$ cat config.mk
export PLATFORM = sky130hd
export DESIGN_NAME = rph_ctrl
export DESIGN_NICKNAME = d
export VERILOG_FILES = /design/src/rtl/rph_pkg.sv /design/src/rtl/rph_ctrl.sv
export SDC_FILE = /design/constraint.sdc
export NUM_CORES = 1
export LEC_CHECK = 0
export BUFFER_PORTS_ARGS = -buffer_cell sky130_fd_sc_hd__buf_2
export CORE_MARGIN = 2
export CORE_UTILIZATION = 58
export CTS_BUF_LIST = sky130_fd_sc_hd__clkbuf_8 sky130_fd_sc_hd__clkbuf_16
export DETAILED_ROUTE_END_ITERATION = 12
export MAX_ROUTING_LAYER = met4
export PLACE_DENSITY = 0.87
export SETUP_SLACK_MARGIN = 0.3
export SLEW_MARGIN = 0
export SYNTH_ARGS = -nofsm -noshare
export SYNTH_HDL_FRONTEND = slang
export SYNTH_SLANG_ARGS = --single-unit
$ cat constraint.sdc
create_clock -name clk -period 5.4 [get_ports clk]
set_clock_uncertainty 0.2 [all_clocks]
set_input_delay 0.54 -clock clk [delete_from_list [all_inputs] [get_ports clk]]
set_output_delay 0.54 -clock clk [all_outputs]
set_load 0.005 [all_outputs]
$ cat src/rtl/rph_pkg.sv
// ----------------------------------------------------------------------------
// rph_pkg
// Shared widths, codes and controller/datapath bundles for the polynomial
// rolling hash block.
// ----------------------------------------------------------------------------
package rph_pkg;

  // Storage and field widths
  localparam int MAX_LEN    = 1024;
  localparam int ADDR_W     = $clog2(MAX_LEN);
  localparam int LEN_W      = $clog2(MAX_LEN + 1);
  localparam int WORD_W     = 32;
  localparam int DWORD_W    = 2 * WORD_W;
  localparam int CHAR_W     = 8;
  localparam int CMD_W      = 2;
  localparam int ST_W       = 2;
  localparam int CFG_IDX_W  = 1;
  localparam int CFG_DATA_W = WORD_W;
  localparam int RED_CNT_W  = $clog2(DWORD_W + 1);

  // Reduction lengths in bits
  localparam logic [RED_CNT_W-1:0] RED_SHORT = RED_CNT_W'(WORD_W);
  localparam logic [RED_CNT_W-1:0] RED_LONG  = RED_CNT_W'(DWORD_W);

  // Command codes
  localparam logic [CMD_W-1:0] CMD_APPEND = 2'd0;
  localparam logic [CMD_W-1:0] CMD_QUERY  = 2'd1;
  localparam logic [CMD_W-1:0] CMD_CLEAR  = 2'd2;

  // Status codes
  localparam logic [ST_W-1:0] ST_OK        = 2'd0;
  localparam logic [ST_W-1:0] ST_BAD_CHAR  = 2'd1;
  localparam logic [ST_W-1:0] ST_FULL      = 2'd2;
  localparam logic [ST_W-1:0] ST_BAD_RANGE = 2'd3;

  // Configuration register indexes
  localparam logic [CFG_IDX_W-1:0] REG_BASE = 1'd0;
  localparam logic [CFG_IDX_W-1:0] REG_MOD  = 1'd1;

  localparam logic [WORD_W-1:0] BASE_RESET = 32'd26;
  localparam logic [WORD_W-1:0] MOD_RESET  = 32'd1000000007;

  // Letters a..z map to digits 1..26
  localparam logic [CHAR_W-1:0] CHAR_LO   = 8'h61;
  localparam logic [CHAR_W-1:0] CHAR_HI   = 8'h7A;
  localparam logic [CHAR_W-1:0] CHAR_BIAS = 8'h60;

  // Operand fed to the reduction unit
  typedef enum logic [2:0] {
    SRC_PREF,
    SRC_POW,
    SRC_BASE,
    SRC_PROD,
    SRC_SUM
  } red_src_t;

  // Register that takes the remainder
  typedef enum logic [2:0] {
    DST_OPA,
    DST_OPB,
    DST_ACC,
    DST_HV,
    DST_PW,
    DST_WHOLE
  } red_dst_t;

  // Memory read address source
  typedef enum logic [1:0] {
    RD_TAIL,
    RD_RIGHT,
    RD_LEFT
  } rd_sel_t;

  typedef struct packed {
    logic              take;
    logic              rd_en;
    rd_sel_t           rd_sel;
    logic              red_start;
    red_src_t          red_src;
    red_dst_t          red_dst;
    logic              mul_en;
    logic              app_wr;
    logic              len_clr;
    logic              fin_query;
    logic              out_load;
    logic [ST_W-1:0]   out_status;
    logic              out_hv;
  } rph_cmd_t;

  typedef struct packed {
    logic [CMD_W-1:0]  cmd;
    logic              bad_char;
    logic              full;
    logic              bad_range;
    logic              red_done;
  } rph_stat_t;

endpackage

$ cat src/rtl/rph_ctrl.sv
// ----------------------------------------------------------------------------
// rph_ctrl
// Controller: decodes each word, sequences reads, reductions and multiplies,
// and owns the handshakes of both channels.
// ----------------------------------------------------------------------------
module rph_ctrl (
  input  logic                clk,
  input  logic                rst,
  input  logic                in_valid,
  output logic                in_ready,
  output logic                out_valid,
  input  logic                out_ready,
  input  rph_pkg::rph_stat_t  stat,
  output rph_pkg::rph_cmd_t   cmd
);
  import rph_pkg::*;

  typedef enum logic [20:0] {
    S_IDLE     = 21'h000001,
    S_DECODE   = 21'h000002,
    S_A_RD     = 21'h000004,
    S_A_RPREF  = 21'h000008,
    S_A_RBASE  = 21'h000010,
    S_A_MUL1   = 21'h000020,
    S_A_RPROD1 = 21'h000040,
    S_A_RSUM   = 21'h000080,
    S_A_RPOW   = 21'h000100,
    S_A_MUL2   = 21'h000200,
    S_A_RPROD2 = 21'h000400,
    S_A_WRITE  = 21'h000800,
    S_Q_RDR    = 21'h001000,
    S_Q_RWHOLE = 21'h002000,
    S_Q_RDL    = 21'h004000,
    S_Q_RPREF  = 21'h008000,
    S_Q_RPOW   = 21'h010000,
    S_Q_MUL    = 21'h020000,
    S_Q_RPROD  = 21'h040000,
    S_Q_FIN    = 21'h080000,
    S_OUT      = 21'h100000
  } state_t;

  state_t          state;
  state_t          state_next;
  logic [ST_W-1:0] st_r;
  logic [ST_W-1:0] st_r_next;
  logic            use_hv;
  logic            use_hv_next;
  logic            launched;
  logic            launched_next;

  assign in_ready = (state == S_IDLE);

  // Next state and datapath commands
  always_comb begin
    state_next  = state;
    st_r_next   = st_r;
    use_hv_next = use_hv;
    cmd         = '0;

    unique case (state)
      S_IDLE: begin
        if (in_valid) begin
          cmd.take   = 1'b1;
          state_next = S_DECODE;
        end
      end

      // Check the word and pick a path
      S_DECODE: begin
        st_r_next   = ST_OK;
        use_hv_next = 1'b0;
        state_next  = S_OUT;
        if (stat.cmd == CMD_APPEND) begin
          if (stat.bad_char) begin
            st_r_next = ST_BAD_CHAR;
          end else if (stat.full) begin
            st_r_next = ST_FULL;
          end else begin
            use_hv_next = 1'b1;
            state_next  = S_A_RD;
          end
        end else if (stat.cmd == CMD_QUERY) begin
          if (stat.bad_range) begin
            st_r_next = ST_BAD_RANGE;
          end else begin
            use_hv_next = 1'b1;
            state_next  = S_Q_RDR;
          end
        end else if (stat.cmd == CMD_CLEAR) begin
          cmd.len_clr = 1'b1;
        end
      end

      // Append: new prefix = (prev*B + digit) mod p, new power = pow*B mod p
      S_A_RD: begin
        cmd.rd_en  = 1'b1;
        cmd.rd_sel = RD_TAIL;
        state_next = S_A_RPREF;
      end
      S_A_RPREF: begin
        cmd.red_start = !launched;
        cmd.red_src   = SRC_PREF;
        cmd.red_dst   = DST_OPA;
        if (stat.red_done) state_next = S_A_RBASE;
      end
      S_A_RBASE: begin
        cmd.red_start = !launched;
        cmd.red_src   = SRC_BASE;
        cmd.red_dst   = DST_OPB;
        if (stat.red_done) state_next = S_A_MUL1;
      end
      S_A_MUL1: begin
        cmd.mul_en = 1'b1;
        state_next = S_A_RPROD1;
      end
      S_A_RPROD1: begin
        cmd.red_start = !launched;
        cmd.red_src   = SRC_PROD;
        cmd.red_dst   = DST_ACC;
        if (stat.red_done) state_next = S_A_RSUM;
      end
      S_A_RSUM: begin
        cmd.red_start = !launched;
        cmd.red_src   = SRC_SUM;
        cmd.red_dst   = DST_HV;
        if (stat.red_done) state_next = S_A_RPOW;
      end
      S_A_RPOW: begin
        cmd.red_start = !launched;
        cmd.red_src   = SRC_POW;
        cmd.red_dst   = DST_OPA;
        if (stat.red_done) state_next = S_A_MUL2;
      end
      S_A_MUL2: begin
        cmd.mul_en = 1'b1;
        state_next = S_A_RPROD2;
      end
      S_A_RPROD2: begin
        cmd.red_start = !launched;
        cmd.red_src   = SRC_PROD;
        cmd.red_dst   = DST_PW;
        if (stat.red_done) state_next = S_A_WRITE;
      end
      S_A_WRITE: begin
        cmd.app_wr = 1'b1;
        state_next = S_OUT;
      end

      // Query: whole - prefix(left-1) * B^k, all mod p
      S_Q_RDR: begin
        cmd.rd_en  = 1'b1;
        cmd.rd_sel = RD_RIGHT;
        state_next = S_Q_RWHOLE;
      end
      S_Q_RWHOLE: begin
        cmd.red_start = !launched;
        cmd.red_src   = SRC_PREF;
        cmd.red_dst   = DST_WHOLE;
        if (stat.red_done) state_next = S_Q_RDL;
      end
      S_Q_RDL: begin
        cmd.rd_en  = 1'b1;
        cmd.rd_sel = RD_LEFT;
        state_next = S_Q_RPREF;
      end
      S_Q_RPREF: begin
        cmd.red_start = !launched;
        cmd.red_src   = SRC_PREF;
        cmd.red_dst   = DST_OPA;
        if (stat.red_done) state_next = S_Q_RPOW;
      end
      S_Q_RPOW: begin
        cmd.red_start = !launched;
        cmd.red_src   = SRC_POW;
        cmd.red_dst   = DST_OPB;
        if (stat.red_done) state_next = S_Q_MUL;
      end
      S_Q_MUL: begin
        cmd.mul_en = 1'b1;
        state_next = S_Q_RPROD;
      end
      S_Q_RPROD: begin
        cmd.red_start = !launched;
        cmd.red_src   = SRC_PROD;
        cmd.red_dst   = DST_ACC;
        if (stat.red_done) state_next = S_Q_FIN;
      end
      S_Q_FIN: begin
        cmd.fin_query = 1'b1;
        state_next    = S_OUT;
      end

      // Hand the result to the output register once it is free
      S_OUT: begin
        if (!out_valid || out_ready) begin
          cmd.out_load   = 1'b1;
          cmd.out_status = st_r;
          cmd.out_hv     = use_hv;
          state_next     = S_IDLE;
        end
      end

      default: state_next = S_IDLE;
    endcase
  end

  assign launched_next = stat.red_done ? 1'b0 : (launched | cmd.red_start);

  // State registers
  always_ff @(posedge clk) begin
    if (rst) begin
      state    <= S_IDLE;
      st_r     <= ST_OK;
      use_hv   <= 1'b0;
      launched <= 1'b0;
    end else begin
      state    <= state_next;
      st_r     <= st_r_next;
      use_hv   <= use_hv_next;
      launched <= launched_next;
    end
  end

  // Output valid: set on load, drop when taken
  always_ff @(posedge clk) begin
    if (rst) begin
      out_valid <= 1'b0;
    end else if (cmd.out_load) begin
      out_valid <= 1'b1;
    end else if (out_ready) begin
      out_valid <= 1'b0;
    end
  end

endmodule

======== After elaboration in Yosys (flattened, before gate mapping) ========
Index checks and enable logic that the tools add are counted.
storage, ports and cells
  register bits after elaboration ......... 26
  bits of input ports ..................... 10
operators by class
  equality and inequality tests ........... 35
  multiplexer cells ....................... 43
  bitwise gates (word level) .............. 1
  reduce and logical (&&, ||, !) cells .... 11
operator list
  operator                                                                 count
  21-bit case mux with 20 select lines                                     1
  21-bit 2-to-1 mux                                                        17
  7-bit case mux with 8 select lines                                       1
  2-bit inequality test, second input constant                             12
  21-bit by 1-bit equality test with 1-bit output, second input constant   1
  21-bit by 10-bit equality test with 1-bit output, second input constant  1
  21-bit by 11-bit equality test with 1-bit output, second input constant  1
  21-bit by 12-bit equality test with 1-bit output, second input constant  1
  21-bit by 13-bit equality test with 1-bit output, second input constant  1
  21-bit by 14-bit equality test with 1-bit output, second input constant  1
  21-bit by 15-bit equality test with 1-bit output, second input constant  1
  21-bit by 16-bit equality test with 1-bit output, second input constant  1
  21-bit by 17-bit equality test with 1-bit output, second input constant  1
  21-bit by 18-bit equality test with 1-bit output, second input constant  1
  21-bit by 19-bit equality test with 1-bit output, second input constant  1
  21-bit by 2-bit equality test with 1-bit output, second input constant   1
  21-bit by 20-bit equality test with 1-bit output, second input constant  1
  21-bit equality test, second input constant                              1
  21-bit by 3-bit equality test with 1-bit output, second input constant   1
  21-bit by 4-bit equality test with 1-bit output, second input constant   1
  21-bit by 5-bit equality test with 1-bit output, second input constant   1
  21-bit by 6-bit equality test with 1-bit output, second input constant   1
  21-bit by 7-bit equality test with 1-bit output, second input constant   1
  21-bit by 8-bit equality test with 1-bit output, second input constant   1
  other kinds (15)                                                         39

======== Logic depth before layout (Yosys ltp) ========
  depth after elaboration ................. 5
  depth in mapped cells ................... 10
  mapped depth without buffers ............ 7

======== Worst setup path before layout ========
OpenSTA, ideal clock, no wires.
  kind .................................... flip-flop to output port
  start point ............................. reg state[12]
  end point ............................... out cmd[9] (netlist bit)
  arrival ................................. 1.880 ns
  slack ................................... 2.780 ns
  cell stages (with the launch flop) ...... 6
  path buffers ............................ 0
  cells stage by stage .................... dfxtp_1 nor4_4 nand4_4 or2_2 nor4_1 or3b_2
RTL lines
  item                    RTL line         text
  start, declared         rph_ctrl.sv:42   state_t state;
  start signal, assigned  rph_ctrl.sv:217  state <= state_next;
  end, declared           rph_ctrl.sv:14   output rph_pkg::rph_cmd_t cmd

==> out/metrics.cfg <==
[floorplan]
core_area_um2=2522
die_area_um2=3163
top_level_ports=31
die_x_um=56.24
row_count=18
start_util=0.6275
die_h_um=56.24

[setup_path]
rr_worst_depth=7
critPathMaxStageDelay_ns=0.46
path_buf_inv=1
r2r_start=state[0]
critPathSlowestCell=nor4_1
setup.worst_path.start_class=flop
crit_arrival_ns=2.47
end_kind=primary output
startpoint=state[0]
crit_cells=6
reg2reg_to=state[8]
critPathTopFamily=simple AND/OR/NAND/NOR gates
cp_max_fo=12
critical_path_class=flop to primary output
worst_ep_required_time_ns=4.66
crit_end=cmd[16]
cp_cell_sequence=nor4_4 > nand3_1 > nor4_1 > nand2_1 > nor3b_1 > buf_2
rrSetupSlack_ns=2.39

[sta]
fin_crit_sh=0.5950
hold_violations=0
fin_crit_ns=3.213
drv_slew=0
finalWorstSetupSlack_ns=2.187
fmax_mhz=311.2
rsz0062_at_grt=false
fin_tns_setup_ns=0
final-setup-viol-count=0
tightest_slew_ns=0.7691
max_slew_margin=0.4869

[layout]
drive_gt1_frac=0.2570
area_growth_pct=12.81
antenna_cells=0
nFillCells=202
nNetsFinal=225

[yosys]
yosysWarnings=0
synth_area_um2=1583
synth_edf_count=0
synthesis.nets=196
synth_flop_cell=dfxtp_1
syn_inst=186
ys_seq_area_frac=0.3289
synth_seq_cells=26
ys_types=47
ys_async_sr_fraction=0
avgSynthCellArea_um2=8.510

[drt]
vias=1534
drt-initial-drc-count=67
drc_errors=0
drtPass1Iterations=5
antenna_left=0
wirelength_mm=3.827
vias_per_cell=6.287
routedWlPerCell_um=15.68

[placement]
hpwl_mm=2.917
dpl_worst_slack_ns=2.431
routabilityCongestion=0.8794
port_buffers=30

[cts]
postCtsSetupBuffers=0
ctsHoldBuffers=0
cts_root_buffer=clkbuf_8
clkTransAtPathRegs_ns=0.08
cts_tree=done
post_cts_resized=0
cts_buffers=3
clockBufferDepth=2
htreeDepth=1
insertion_delay_ns=0.27
cts.sink_count=26

[outcome]
outcome=complete, no violations

[power]
power.leakage_nw=0.7600
vdd_drop_max_mv=0.1592
powerDensity_nw_per_um2=233.9

[global_routing]
track_usage=0.2526
grt-ovfl-total=0
antenna_found_initial=0
first_global_vias=1380
grt_start_max_net_pins=18
grt_first_pass_wirelength_mm=6.168

[run]
cap_violations=0

[hold_path]
worstHoldPathType=primary input to flop

metrics by stage:
step	hold WS [ns]	cell area [um2]	total power [mW]	cells	util
finish	0.2988	1785	0.4176	244	0.7078
global route	0.2969	1785	0.4346	244	0.7078
CTS	0.2941	1785	0.4182	244	0.7078
detailed placement	0.2608	1730	0.2929	240	0.6860
global placement	0.2434	1730	0.2875	240	0.6860
floorplan	0.2257	1583	0.2762	186	-
area by class of cell:
type	instances	area (um2)	area share
multi-input cells	147	996.0	0.5578
inverters	7	26.28	0.01472
well taps	30	37.54	0.02102
repair buffers	30	150.1	0.08409
clock buffers	4	55.05	0.03083
flip-flops and latches	26	520.5	0.2915
logic make-up after synthesis:
family          after synthesis  share of synthesized area
buf+inv                      13                    0.04190
xor+xnor                      4                    0.02214
mux                           3                    0.01897
flops                        26                     0.3289
simple gates                117                     0.4783
compound gates               23                     0.1099
layout by cell type (no fill, tap or decap), types with 2 or more instances in the layout:
| master | n |
|---|---|
| nor3_2 | 3 |
| a21oi_1 | 11 |
| nand4_1 | 4 |
| nand3b_1 | 7 |
| clkbuf_8 | 4 |
| nand2_1 | 14 |
| nor2_1 | 26 |
| nand4b_1 | 4 |
| nor4_1 | 10 |
| nor2b_1 | 2 |
| xor2_1 | 2 |
| nor4_4 | 3 |
| or3_1 | 3 |
| buf_2 | 30 |
| nand2_2 | 2 |
| inv_1 | 7 |
| nor3b_1 | 3 |
| nor4b_1 | 2 |
| or2_2 | 3 |
| mux2i_1 | 3 |
| a21oi_2 | 2 |
| dfxtp_1 | 26 |
| nand3_1 | 5 |
| nand2b_1 | 6 |
| xnor2_1 | 2 |
| nor3_1 | 9 |
| and2_1 | 3 |
layer usage:
metal | up-vias | share of wire | global-route usage
li1 | 736 | - | -
met1 | 691 | 0.41 | 0.3003
met2 | 92 | 0.48 | 0.4286
met3 | 15 | 0.086 | 0.03721
met4 | 0 | 0.027 | 0.09864
met5 | - | 0 | -
registers in the layout, summed over array words and instances (netlist names):
| signal | flops |
|---|---|
| launched | 1 |
| out_valid | 1 |
| st_r | 2 |
| state | 21 |
| use_hv | 1 |
power by group:
part	internal [mW]	total, mW	leakage (nW)	switching, mW
logic	0.0326	0.0882	0.521	0.0556
registers	0.196	0.203	0.210	0.00740
clock network	0.0653	0.126	0.0288	0.0610
cells in the mapped netlist (4+ instances only):
library cell / instances / area, um2
a21oi_1: 11 / 55.05
inv_1: 7 / 26.28
nor2_1: 26 / 97.59
nand4b_1: 4 / 35.03
nand2_1: 14 / 52.55
nor4_1: 10 / 62.56
nand4_1: 4 / 25.02
nor3_1: 9 / 45.04
dfxtp_1: 26 / 520.5
nand2b_1: 6 / 37.54
nand3b_1: 7 / 52.55
nand3_1: 5 / 25.02
worst register-to-register path: stages, from the launching register on:
cell      delay, ns
dfxtp_1        0.39
nor4_4         0.42
nand3_1        0.36
nor4_1         0.55
nor4b_4        0.12
o221ai_4       0.53
mux2i_1        0.26
nor2_1         0.05
worst min-delay path by stage:
stage	start	end	slack, ns	depth (start not counted)
finish	stat[5]	state[2]	0.30	2
detailed placement	launched	launched	0.26	2
floorplan	launched	launched	0.23	2
global placement	launched	launched	0.24	2
CTS	stat[5]	state[2]	0.29	2
global route	stat[5]	state[2]	0.30	2
No activity file was read; power rests on OpenSTA's default activity.
